## src/design/mfat_pkg.sv

```systemverilog
// Shared constants and types for the motor feedback angle tracker.
`timescale 1ns / 1ps
`default_nettype none

package mfat_pkg;

    localparam int unsigned ENCODER_MAX_DEF = 8191;

    // One full turn and half a turn in degrees, Q16
    localparam logic [24:0] FULL_TURN_Q16 = 25'd23592960;
    localparam logic [23:0] HALF_TURN_Q16 = 24'd11796480;

    // Gear ratio of 1.0 in Q8.16
    localparam logic [23:0] GEAR_ONE = 24'h010000;

    localparam logic [6:0] AMP_SCALE = 7'd80;

    // Shared divider geometry: two quotient bits per cycle
    localparam int unsigned DIV_NUM_W = 42;
    localparam int unsigned DIV_DEN_W = 24;
    localparam int unsigned DIV_ITERS = DIV_NUM_W / 2;
    localparam int unsigned DIV_CNT_W = $clog2(DIV_ITERS + 1);

    typedef struct packed {
        logic busy;
        logic done;
    } div_sts_t;

endpackage

`default_nettype wire

```

## src/design/mfat_div.sv

```systemverilog
// Shared restoring divider, two quotient bits per cycle.
`timescale 1ns / 1ps
`default_nettype none

module mfat_div (
    input  wire logic                                clk,
    input  wire logic                                rst_n,
    input  wire logic                                start,
    input  wire logic [mfat_pkg::DIV_NUM_W-1:0]      num,
    input  wire logic [mfat_pkg::DIV_DEN_W-1:0]      den,
    output logic      [mfat_pkg::DIV_NUM_W-1:0]      quot,
    output mfat_pkg::div_sts_t                       sts
);
    import mfat_pkg::*;

    logic [DIV_DEN_W-1:0] rem_reg, rem_next;
    logic [DIV_NUM_W-1:0] quo_reg, quo_next;
    logic [DIV_DEN_W-1:0] den_reg;
    logic [DIV_CNT_W-1:0] cnt_reg, cnt_next;
    logic                 busy_reg, busy_next;
    logic                 done_reg, done_next;

    logic [DIV_DEN_W:0]   step_a;
    logic [DIV_DEN_W:0]   step_b;

    // One compare-and-subtract: returns {quotient bit, new remainder}
    function automatic logic [DIV_DEN_W:0] div_step(
        input logic [DIV_DEN_W-1:0] rem,
        input logic                 bit_in,
        input logic [DIV_DEN_W-1:0] dv
    );
        logic [DIV_DEN_W:0]   r;
        logic [DIV_DEN_W:0]   d;
        logic [DIV_DEN_W:0]   res;
        r = {rem, bit_in};
        d = {1'b0, dv};
        if (r >= d)
        begin
            r   = r - d;
            res = {1'b1, r[DIV_DEN_W-1:0]};
        end
        else
        begin
            res = {1'b0, r[DIV_DEN_W-1:0]};
        end
        return res;
    endfunction

    always_comb
    begin
        step_a    = div_step(rem_reg, quo_reg[DIV_NUM_W-1], den_reg);
        step_b    = div_step(step_a[DIV_DEN_W-1:0], quo_reg[DIV_NUM_W-2], den_reg);
        rem_next  = rem_reg;
        quo_next  = quo_reg;
        cnt_next  = cnt_reg;
        busy_next = busy_reg;
        done_next = 1'b0;
        if (start)
        begin
            rem_next  = '0;
            quo_next  = num;
            cnt_next  = DIV_CNT_W'(DIV_ITERS);
            busy_next = 1'b1;
        end
        else if (busy_reg)
        begin
            rem_next = step_b[DIV_DEN_W-1:0];
            quo_next = {quo_reg[DIV_NUM_W-3:0], step_a[DIV_DEN_W], step_b[DIV_DEN_W]};
            cnt_next = cnt_reg - 1'b1;
            if (cnt_reg == DIV_CNT_W'(1))
            begin
                busy_next = 1'b0;
                done_next = 1'b1;
            end
        end
    end

    always_ff @(posedge clk or negedge rst_n)
    begin
        if (!rst_n)
        begin
            cnt_reg  <= '0;
            busy_reg <= 1'b0;
            done_reg <= 1'b0;
        end
        else
        begin
            cnt_reg  <= cnt_next;
            busy_reg <= busy_next;
            done_reg <= done_next;
        end
    end

    always_ff @(posedge clk)
    begin
        rem_reg <= rem_next;
        quo_reg <= quo_next;
        if (start)
        begin
            den_reg <= den;
        end
    end

    assign quot     = quo_reg;
    assign sts.busy = busy_reg;
    assign sts.done = done_reg;

endmodule

`default_nettype wire

```

## src/design/motor_feedback_angle_tracker_top.sv

```systemverilog
// Top level: frame sequencer, angle and shaft-angle state, output register.
// The shared divider runs twice per item (angle scaling, then gear ratio).
// Flow: the next item is taken as soon as the sequencer is back in idle,
// even while the previous result is stalled.
// Reset: asynchronous, active low; clears rotor angle, shaft angle, the
// sequencer and out_valid, and sets gear_ratio to 1.0.
`timescale 1ns / 1ps
`default_nettype none

module motor_feedback_angle_tracker_top #(
    parameter int unsigned ENCODER_MAX = mfat_pkg::ENCODER_MAX_DEF
) (
    input  wire logic               clk,
    input  wire logic               rst_n,
    input  wire logic               cfg_wr_en,
    input  wire logic [23:0]        cfg_wr_data,
    input  wire logic               in_valid,
    output logic                    in_stall,
    input  wire logic [15:0]        encoder_count,
    input  wire logic signed [15:0] speed_raw,
    input  wire logic signed [15:0] current_raw,
    input  wire logic [7:0]         temperature_raw,
    output logic                    out_valid,
    input  wire logic               out_stall,
    output logic [24:0]             rotor_angle_deg,
    output logic signed [15:0]      rotor_speed_rpm,
    output logic signed [22:0]      current_amps,
    output logic [7:0]              temperature_c,
    output logic signed [24:0]      shaft_delta_deg,
    output logic signed [47:0]      shaft_angle_deg
);
    import mfat_pkg::*;

    typedef enum logic [6:0] {
        S_IDLE      = 7'b0000001,
        S_MUL       = 7'b0000010,
        S_DIV_ANG   = 7'b0000100,
        S_WRAP      = 7'b0001000,
        S_DSTART    = 7'b0010000,
        S_DIV_SHAFT = 7'b0100000,
        S_ACC       = 7'b1000000
    } state_t;

    localparam logic [15:0] ENC_MAX_C = 16'(ENCODER_MAX);
    localparam logic signed [25:0] HALF_S = $signed({2'b00, HALF_TURN_Q16});
    localparam logic signed [25:0] FULL_S = $signed({1'b0, FULL_TURN_Q16});
    localparam logic signed [47:0] ACC_MAX = {1'b0, {47{1'b1}}};
    localparam logic signed [47:0] ACC_MIN = {1'b1, {47{1'b0}}};

    state_t state_reg, state_next;

    logic [23:0]        gear_reg;
    logic [24:0]        prev_angle_reg;
    logic signed [47:0] acc_reg;

    logic [15:0]        count_reg;
    logic signed [15:0] speed_reg;
    logic signed [15:0] cur_reg;
    logic [7:0]         temp_reg;
    logic [24:0]        angle_reg;
    logic signed [25:0] delta_reg;
    logic signed [24:0] sd_reg;

    logic               out_valid_reg;
    logic [24:0]        o_angle_reg;
    logic signed [15:0] o_speed_reg;
    logic signed [22:0] o_amps_reg;
    logic [7:0]         o_temp_reg;
    logic signed [24:0] o_sd_reg;
    logic signed [47:0] o_acc_reg;

    logic               accept;
    logic               out_free;
    logic [40:0]        prod;
    logic signed [25:0] delta_raw;
    logic signed [25:0] delta_wrap;
    logic signed [25:0] delta_abs;
    logic [23:0]        ratio;
    logic               div_start;
    logic [DIV_NUM_W-1:0] div_num;
    logic [DIV_DEN_W-1:0] div_den;
    logic [DIV_NUM_W-1:0] div_quot;
    div_sts_t           div_sts;
    logic [23:0]        q_mag;
    logic signed [48:0] acc_sum;
    logic signed [47:0] acc_sat;
    logic signed [22:0] amps;

    assign accept   = in_valid && (state_reg == S_IDLE);
    assign in_stall = (state_reg != S_IDLE);
    assign out_free = !out_valid_reg || !out_stall;

    assign prod = 41'(count_reg) * 41'(FULL_TURN_Q16);

    // Wrap the rotor change into one half turn either way
    always_comb
    begin
        delta_raw = $signed({1'b0, angle_reg}) - $signed({1'b0, prev_angle_reg});
        if (delta_raw > HALF_S)
        begin
            delta_wrap = delta_raw - FULL_S;
        end
        else if (delta_raw < -HALF_S)
        begin
            delta_wrap = delta_raw + FULL_S;
        end
        else
        begin
            delta_wrap = delta_raw;
        end
    end

    assign delta_abs = delta_reg[25] ? -delta_reg : delta_reg;
    assign ratio     = (gear_reg[23:16] == 8'd0) ? GEAR_ONE : gear_reg;

    assign div_start = (state_reg == S_MUL) || (state_reg == S_DSTART);
    assign div_num   = (state_reg == S_MUL) ? {1'b0, prod}
                                            : {2'b00, delta_abs[23:0], 16'd0};
    assign div_den   = (state_reg == S_MUL) ? 24'(ENC_MAX_C) : ratio;

    mfat_div u_div (
        .clk   (clk),
        .rst_n (rst_n),
        .start (div_start),
        .num   (div_num),
        .den   (div_den),
        .quot  (div_quot),
        .sts   (div_sts)
    );

    assign q_mag   = div_quot[23:0];
    assign acc_sum = 49'(acc_reg) + 49'(sd_reg);
    assign amps    = 23'(cur_reg) * $signed({16'd0, AMP_SCALE});

    always_comb
    begin
        if (acc_sum[48] != acc_sum[47])
        begin
            acc_sat = acc_sum[48] ? ACC_MIN : ACC_MAX;
        end
        else
        begin
            acc_sat = acc_sum[47:0];
        end
    end

    always_comb
    begin
        state_next = state_reg;
        unique case (state_reg)
            S_IDLE:
            begin
                if (accept)
                begin
                    state_next = S_MUL;
                end
            end
            S_MUL:
            begin
                state_next = S_DIV_ANG;
            end
            S_DIV_ANG:
            begin
                if (div_sts.done)
                begin
                    state_next = S_WRAP;
                end
            end
            S_WRAP:
            begin
                state_next = S_DSTART;
            end
            S_DSTART:
            begin
                state_next = S_DIV_SHAFT;
            end
            S_DIV_SHAFT:
            begin
                if (div_sts.done)
                begin
                    state_next = S_ACC;
                end
            end
            S_ACC:
            begin
                if (out_free)
                begin
                    state_next = S_IDLE;
                end
            end
            default:
            begin
                state_next = S_IDLE;
            end
        endcase
    end

    always_ff @(posedge clk or negedge rst_n)
    begin
        if (!rst_n)
        begin
            state_reg      <= S_IDLE;
            gear_reg       <= GEAR_ONE;
            prev_angle_reg <= '0;
            acc_reg        <= '0;
            out_valid_reg  <= 1'b0;
        end
        else
        begin
            state_reg <= state_next;
            if (cfg_wr_en)
            begin
                gear_reg <= cfg_wr_data;
            end
            if (state_reg == S_WRAP)
            begin
                prev_angle_reg <= angle_reg;
            end
            if ((state_reg == S_ACC) && out_free)
            begin
                acc_reg       <= acc_sat;
                out_valid_reg <= 1'b1;
            end
            else if (out_valid_reg && !out_stall)
            begin
                out_valid_reg <= 1'b0;
            end
        end
    end

    always_ff @(posedge clk)
    begin
        if (accept)
        begin
            // Clamp out-of-range counts to a full turn
            count_reg <= (encoder_count > ENC_MAX_C) ? ENC_MAX_C : encoder_count;
            speed_reg <= speed_raw;
            cur_reg   <= current_raw;
            temp_reg  <= temperature_raw;
        end
        if ((state_reg == S_DIV_ANG) && div_sts.done)
        begin
            angle_reg <= div_quot[24:0];
        end
        if (state_reg == S_WRAP)
        begin
            delta_reg <= delta_wrap;
        end
        if ((state_reg == S_DIV_SHAFT) && div_sts.done)
        begin
            sd_reg <= delta_reg[25] ? -$signed({1'b0, q_mag}) : $signed({1'b0, q_mag});
        end
        if ((state_reg == S_ACC) && out_free)
        begin
            o_angle_reg <= angle_reg;
            o_speed_reg <= speed_reg;
            o_amps_reg  <= amps;
            o_temp_reg  <= temp_reg;
            o_sd_reg    <= sd_reg;
            o_acc_reg   <= acc_sat;
        end
    end

    assign out_valid       = out_valid_reg;
    assign rotor_angle_deg = o_angle_reg;
    assign rotor_speed_rpm = o_speed_reg;
    assign current_amps    = o_amps_reg;
    assign temperature_c   = o_temp_reg;
    assign shaft_delta_deg = o_sd_reg;
    assign shaft_angle_deg = o_acc_reg;

    a_div_done_in_wait: assert property (@(posedge clk) disable iff (!rst_n)
        div_sts.done |-> (state_reg == S_DIV_ANG || state_reg == S_DIV_SHAFT))
        else $error("divider finished outside a wait state");

    a_accept_starts: assert property (@(posedge clk) disable iff (!rst_n)
        (in_valid && !in_stall) |=> (state_reg == S_MUL))
        else $error("accepted item did not start the sequence");

    a_angle_range: assert property (@(posedge clk) disable iff (!rst_n)
        (state_reg == S_WRAP) |-> (angle_reg <= FULL_TURN_Q16))
        else $error("rotor angle beyond a full turn");

    a_shaft_bound: assert property (@(posedge clk) disable iff (!rst_n)
        (state_reg == S_ACC) |->
            (sd_reg <= $signed({1'b0, HALF_TURN_Q16}) &&
             sd_reg >= -$signed({1'b0, HALF_TURN_Q16})))
        else $error("shaft change larger than half a rotor turn");

    a_out_load_free: assert property (@(posedge clk) disable iff (!rst_n)
        (state_reg == S_ACC && out_valid_reg && out_stall) |=> (state_reg == S_ACC))
        else $error("result dropped while output stalled");

endmodule

`default_nettype wire

```

## config.mk

```make
export PLATFORM = sky130hd
export DESIGN_NAME = motor_feedback_angle_tracker_top
export DESIGN_NICKNAME = d
export VERILOG_FILES = /design/src/design/mfat_pkg.sv /design/src/design/mfat_div.sv /design/src/design/motor_feedback_angle_tracker_top.sv
export SDC_FILE = /design/constraint.sdc
export NUM_CORES = 1
export LEC_CHECK = 0
export ABC_CLOCK_PERIOD_IN_PS = 7490
export BUFFER_PORTS_ARGS = -buffer_cell sky130_fd_sc_hd__buf_4
export CAP_MARGIN = 20
export CORE_MARGIN = 3
export CORE_UTILIZATION = 45
export DETAILED_ROUTE_END_ITERATION = 16
export PLACE_DENSITY = 0.74
export SLEW_MARGIN = 15
export SYNTH_ARGS = -nofsm -noshare
export SYNTH_HDL_FRONTEND = slang
export SYNTH_HIERARCHICAL = 1
export SYNTH_SLANG_ARGS = --single-unit
```

## constraint.sdc

```tcl
create_clock -name clk -period 7.49 [get_ports clk]
set_clock_uncertainty 0.05 [all_clocks]
set_input_delay 0.749 -clock clk [delete_from_list [all_inputs] [get_ports clk]]
set_output_delay 0.749 -clock clk [all_outputs]
set_load 0.01 [all_outputs]
```

==> Yosys cells after proc, flatten, opt, wreduce, memory -nomap -nowiden <==
Cells that the tools add are included.
{ "totals": {"output_inout_bits": 147, "mem_bits_ro": 0, "latchBits": 0, "memories": 0, "reg_bits": 475, "ram_bits": 0} }
{ "classes": {"mux": 27, "shift": 0, "n_eq_ne": 14, "n_bitwise": 0, "reduce_logical": 14, "div": 0, "order_cmp": 5, "mul": 2, "add_sub_neg": 9} }
{ "op_table": {"columns": ["cell", "n"], "rows": [
  ["48-bit 2-to-1 mux", 2],
  ["42-bit 2-to-1 mux", 2],
  ["26-bit 2-to-1 mux", 2],
  ["25-bit by 24-bit greater-or-equal comparator with 1-bit output", 2],
  ["25-bit 2-to-1 mux", 2],
  ["48-bit by 25-bit adder with 49-bit output", 1],
  ["7-bit case mux with 7 select lines", 1],
  ["24-bit 2-to-1 mux", 2],
  ["24-bit subtractor", 2],
  ["41-bit 2-to-1 mux", 1],
  ["7-bit 2-to-1 mux", 4],
  ["26-bit adder, second input constant", 1],
  ["26-bit by 25-bit greater-than comparator with 1-bit output, second input constant", 1],
  ["26-bit by 25-bit < comparator with 1-bit output, second input constant", 1],
  ["25-bit by 25-bit subtractor with 26-bit output", 1],
  ["26-bit subtractor, second input constant", 1],
  ["24-bit negator with 25-bit output", 1],
  ["24-bit negator", 1],
  ["16-bit by 6-bit multiplier with 22-bit output, second input constant", 1],
  ["16-bit by 4-bit multiplier with 19-bit output, second input constant", 1],
  ["17-bit 2-to-1 mux", 1],
  ["16-bit by 13-bit greater-than comparator with 1-bit output, second input constant", 1],
  ["5-bit 2-to-1 mux", 2],
  ["8-bit logical NOT", 1],
  ["20 further kinds", 36]
]} }

==> Longest topological paths before layout <==
{ "logic_depth": {"word_depth": 6, "mapped_depth": 25, "ltp_nobuf": 23} }

==> Cells and area by module <==
The synthesis kept the hierarchy.
{ "by_module_without_submodules": {"columns": ["module", "area_per_inst_um2", "cells_per_inst", "n_inst"], "rows": [
  ["motor_feedback_angle_tracker_top", 21309.2, 1965, 1],
  ["mfat_div", 6512.5, 644, 1]
]} }

==> Worst setup path before layout <==
Ideal clock, no wire load.
{ "synth_timing": {"path_kind": "in2reg", "from": "input out_stall", "to": "register acc_reg[16]", "setup_ns": 0.132, "path_slack_ns": 1.911, "t_arrival_ns": 5.397, "n_path_buf": 2, "path_stages": 7, "required_ns": 7.308, "path_cell_list": "nand2_1 -> nand2b_1 -> clkbuf_1 -> clkinv_1 -> o21ai_1 -> clkbuf_1 -> o21ai_0"} }
{ "synth_via": {"elab_chain_len": 3} }
{ "synth_lines": {"columns": ["item", "line_no", "source"], "rows": [
  ["start: declaration", "motor_feedback_angle_tracker_top.sv:24", "input wire logic out_stall,"],
  ["1-bit logical NOT", "motor_feedback_angle_tracker_top.sv:91", "assign out_free = !out_valid_reg || !out_stall;"],
  ["1-bit logical OR", "motor_feedback_angle_tracker_top.sv:91", null],
  ["1-bit logical AND", "motor_feedback_angle_tracker_top.sv:219", "if ((state_reg == S_ACC) && out_free)"],
  ["end signal: assignment", "motor_feedback_angle_tracker_top.sv:221", "acc_reg <= acc_sat;"],
  ["end: declaration", "motor_feedback_angle_tracker_top.sv:54", "logic signed [47:0] acc_reg;"]
]} }
Every way passes these cells.
A chain may end at the register's enable or synchronous reset.

==> Worst setup path in the final report <==
{ "layout_timing": {"from": "register u_div.den_reg[15]", "to": "register u_div.rem_reg[0]"} }
{ "layout_via": {"elab_chain_len": 4, "word_cells_on_any_way": 5} }
{ "layout_lines": {"columns": ["item", "line_no", "source"], "rows": [
  ["start: declaration", "mfat_div.sv:18", "logic [DIV_DEN_W-1:0] den_reg;"],
  ["start signal: assignment", "mfat_div.sv:100", "den_reg <= den;"],
  ["24-bit subtractor or 25-bit by 24-bit greater-or-equal comparator with 1-bit output (tied branches)", "mfat_div.sv:39, mfat_div.sv:37", null],
  ["25-bit 2-to-1 mux", "mfat_div.sv:37", "if (r >= d)"],
  ["25-bit by 24-bit greater-or-equal comparator with 1-bit output (*)", "mfat_div.sv:37", null],
  ["25-bit 2-to-1 mux (*)", "mfat_div.sv:37", null],
  ["end signal: assignment", "mfat_div.sv:96", "rem_reg <= rem_next;"],
  ["end: declaration", "mfat_div.sv:16", "logic [DIV_DEN_W-1:0] rem_reg, rem_next;"]
]} }
Mark *: on every way between the ends. The rest lies on a longest branch, timed or not.

==> impl_metrics.env <==
export IMPL_antenna_found_initial=0
export IMPL_fin_tns_setup_ns=0
export IMPL_num_vias=20600
export IMPL_grt_start_max_net_pins=102
export IMPL_die_h_um=255
export IMPL_ios=232
export IMPL_fin_crit_ns=6.51
export IMPL_hold_viol=0
export IMPL_cts_sinks=474
export IMPL_cts_hold_buf=0
export IMPL_cts_max_path_buffers=3
export IMPL_insertion_delay_ns=0.61
export IMPL_worstPathArrival_ns=6.96
export IMPL_swShare=0.392
export IMPL_outcome="completed"
export IMPL_pre_cts_ws_ns=1.06
export IMPL_clkPwrFrac=0.212
export IMPL_cts_made_buffers=53
export IMPL_postSynthCellCount=2608
export IMPL_syn_area_mm2=0.0278
export IMPL_postCtsResizedCells=0
export IMPL_dieArea_mm2=0.0648
export IMPL_grt_pass1_vias=20300
export IMPL_core_mm2=0.0607
export IMPL_grt_pass1_wl_um=108000
export IMPL_wl_per_cell_um=18.6
export IMPL_vias_per_cell=5.63
export IMPL_r2r_end="u_div/rem_reg[0]$_SDFFE_PP0P_"
export IMPL_timing_reg2reg_setup_slack_ns=0.98
export IMPL_yosysWarnings=6
export IMPL_slew_violations=0
export IMPL_seqCellArea_mm2=0.0134
export IMPL_crit_path_start_kind="register"
export IMPL_cts_tree="done"
export IMPL_worst_path_max_fanout=16
export IMPL_fin_util=0.529
export IMPL_dpl_hpwl_um=50400
export IMPL_seqPwrFrac=0.300
export IMPL_post_cts_setup_buffers=0
export IMPL_nNetsFinal=3142
export IMPL_hold_ws_ns=0.211
export IMPL_endpoint_kind="register"
export IMPL_pwr_share_comb=0.488
export IMPL_grt_overflow_total=0
export IMPL_hold_path_class="primary input to asynchronous set/reset pin"
export IMPL_drive_gt1_frac=0.156
export IMPL_start_util=0.458
export IMPL_power_density_mw_per_mm2=380
export IMPL_critPathLaunch="u_div/den_reg[15]$_DFFE_PP_"
export IMPL_dr_pass1_iters=6
export IMPL_power_mw=12.2
export IMPL_drv_cap=0
export IMPL_crit_required_ns=7.94
export IMPL_htree_levels=2
export IMPL_finalSetupViolations=0
export IMPL_core_rowCount=90
export IMPL_intPower_mw=7.42
export IMPL_gp_congestion=0.913
export IMPL_leakagePower_nw=13.3
export IMPL_dr_first_iter_drc_count=1462
export IMPL_io_buffers=227
export IMPL_switchingPower_mw=4.78
export IMPL_relSlewSlack=0.279
export IMPL_wl_um=67900
export IMPL_cts_root_buffer="clkbuf_16"
export IMPL_reg2reg_depth=23
export IMPL_clkSlewWorstSetupHoldPaths_ns=0.07
export IMPL_insertedDiodeCount=0
export IMPL_syn_area_per_cell_um2=10.7
export IMPL_setup_ws_ns=0.980
export IMPL_critPathCapture="u_div/rem_reg[0]$_SDFFE_PP0P_"
export IMPL_fp_dieW_um=255
export IMPL_area_growth_pct=15.5
export IMPL_rsz0062_at_grt="no"
export IMPL_worst_ir_drop_vdd_uv=313
export IMPL_grt_use_total=0.205
export IMPL_drc=0
export IMPL_fin_crit_sh=0.869
export IMPL_fillers=5188
export IMPL_multi_input_area_mm2=0.0135
export IMPL_worst_pin_slew_ns=1.08
export IMPL_r2r_start="u_div/den_reg[15]$_DFFE_PP_"
export IMPL_ant_nets=0
export IMPL_path_class="register to register"
export IMPL_fmax_ghz=0.154
[per-stage QoR]
step,instance area [um^2],instances
after global routing,32100,3656
final,32100,3656
after CTS,32100,3655
after detailed placement,30400,3555
after floorplan,27900,2631
after global placement,30400,3555
[layout by cell type (no fill, tap or decap), types with 17 or more instances in the layout]
cell type and instances:
a211oi_1 37, a21o_1 69, a21oi_1 178, a31oi_1 18
and2_1 17, and3_1 17, buf_4 243, clkbuf_1 17
clkbuf_16 54, conb_1 24, dfrtp_1 110, dfxtp_1 24
edfxtp_1 338, fa_1 31, ha_1 197, inv_1 169
mux2_2 65, mux2i_1 19, nand2_1 241, nand2b_1 37
nand3_1 34, nand4_1 20, nor2_1 164, nor3_1 40
o211ai_1 20, o21a_1 18, o21ai_0 196, o21bai_1 27
o31ai_1 24, or3_1 22, xnor2_1 111, xor2_1 59
[how the worst min path moves through the flow]
stage	slack [ns]	cells past startpoint	endpoint
finish	0.21	1	acc_reg[32]$_DFFE_PN0P_
global route	0.23	1	speed_reg[3]$_DFFE_PP_
CTS	0.22	1	acc_reg[32]$_DFFE_PN0P_
detailed placement	0.36	0	temperature_c[2]$_DFFE_PP_
global placement	0.35	0	rotor_speed_rpm[1]$_DFFE_PP_
floorplan	0.35	0	rotor_speed_rpm[0]$_DFFE_PP_
[critical path, cell delays in order (launching register included)]
cell and delay [ns]:
edfxtp_1 0.35, inv_1 0.09, ha_1 0.32, and4_4 0.23, and3_1 0.19, a2111o_1 0.42
a311oi_2 0.38, and2_1 0.18, a22o_1 0.34, buf_4 0.31, nand2_1 0.07, o21ai_0 0.18
ha_1 0.34, nand3b_1 0.10, nand2_1 0.12, a221oi_1 0.43, o211ai_1 0.26, o21ai_1 0.28
o311a_1 0.24, o211ai_1 0.32, nor2_4 0.47, buf_4 0.22, mux2_2 0.32, a211oi_1 0.21
[power by group through the flow]
stage | sequential (mW) | clock (mW) | combinational, mW
6_report | 3.65 | 2.59 | 5.95
5_1_grt | 3.69 | 2.75 | 6.60
4_1_cts | 3.65 | 2.65 | 5.96
3_5_place_dp | 3.70 | 0 | 5.92
3_3_place_gp | 3.67 | 0 | 5.81
2_1_floorplan | 3.60 | 0 | 4.56
[final cells by class]
type                            count  share of cell area
Clock buffer                       77              0.0466
Tap cell                          782              0.0305
Inverter                          173              0.0204
Multi-Input combinational cell   1882               0.419
Timing Repair Buffer              245              0.0578
Clock inverter                     23             0.00787
Sequential cell                   474               0.418
[metal layers]
layer / wire, um / GRT usage / up-vias / part of all wire
met5: 0 / 0 / - / 0
met4: 1990 / 0.0635 / 0 / 0.029
met3: 3610 / 0.0321 / 117 / 0.053
met2: 33400 / 0.353 / 504 / 0.49
met1: 28900 / 0.269 / 10000 / 0.43
li1: - / - / 9955 / -
Power figures use the tool's default switching activity.
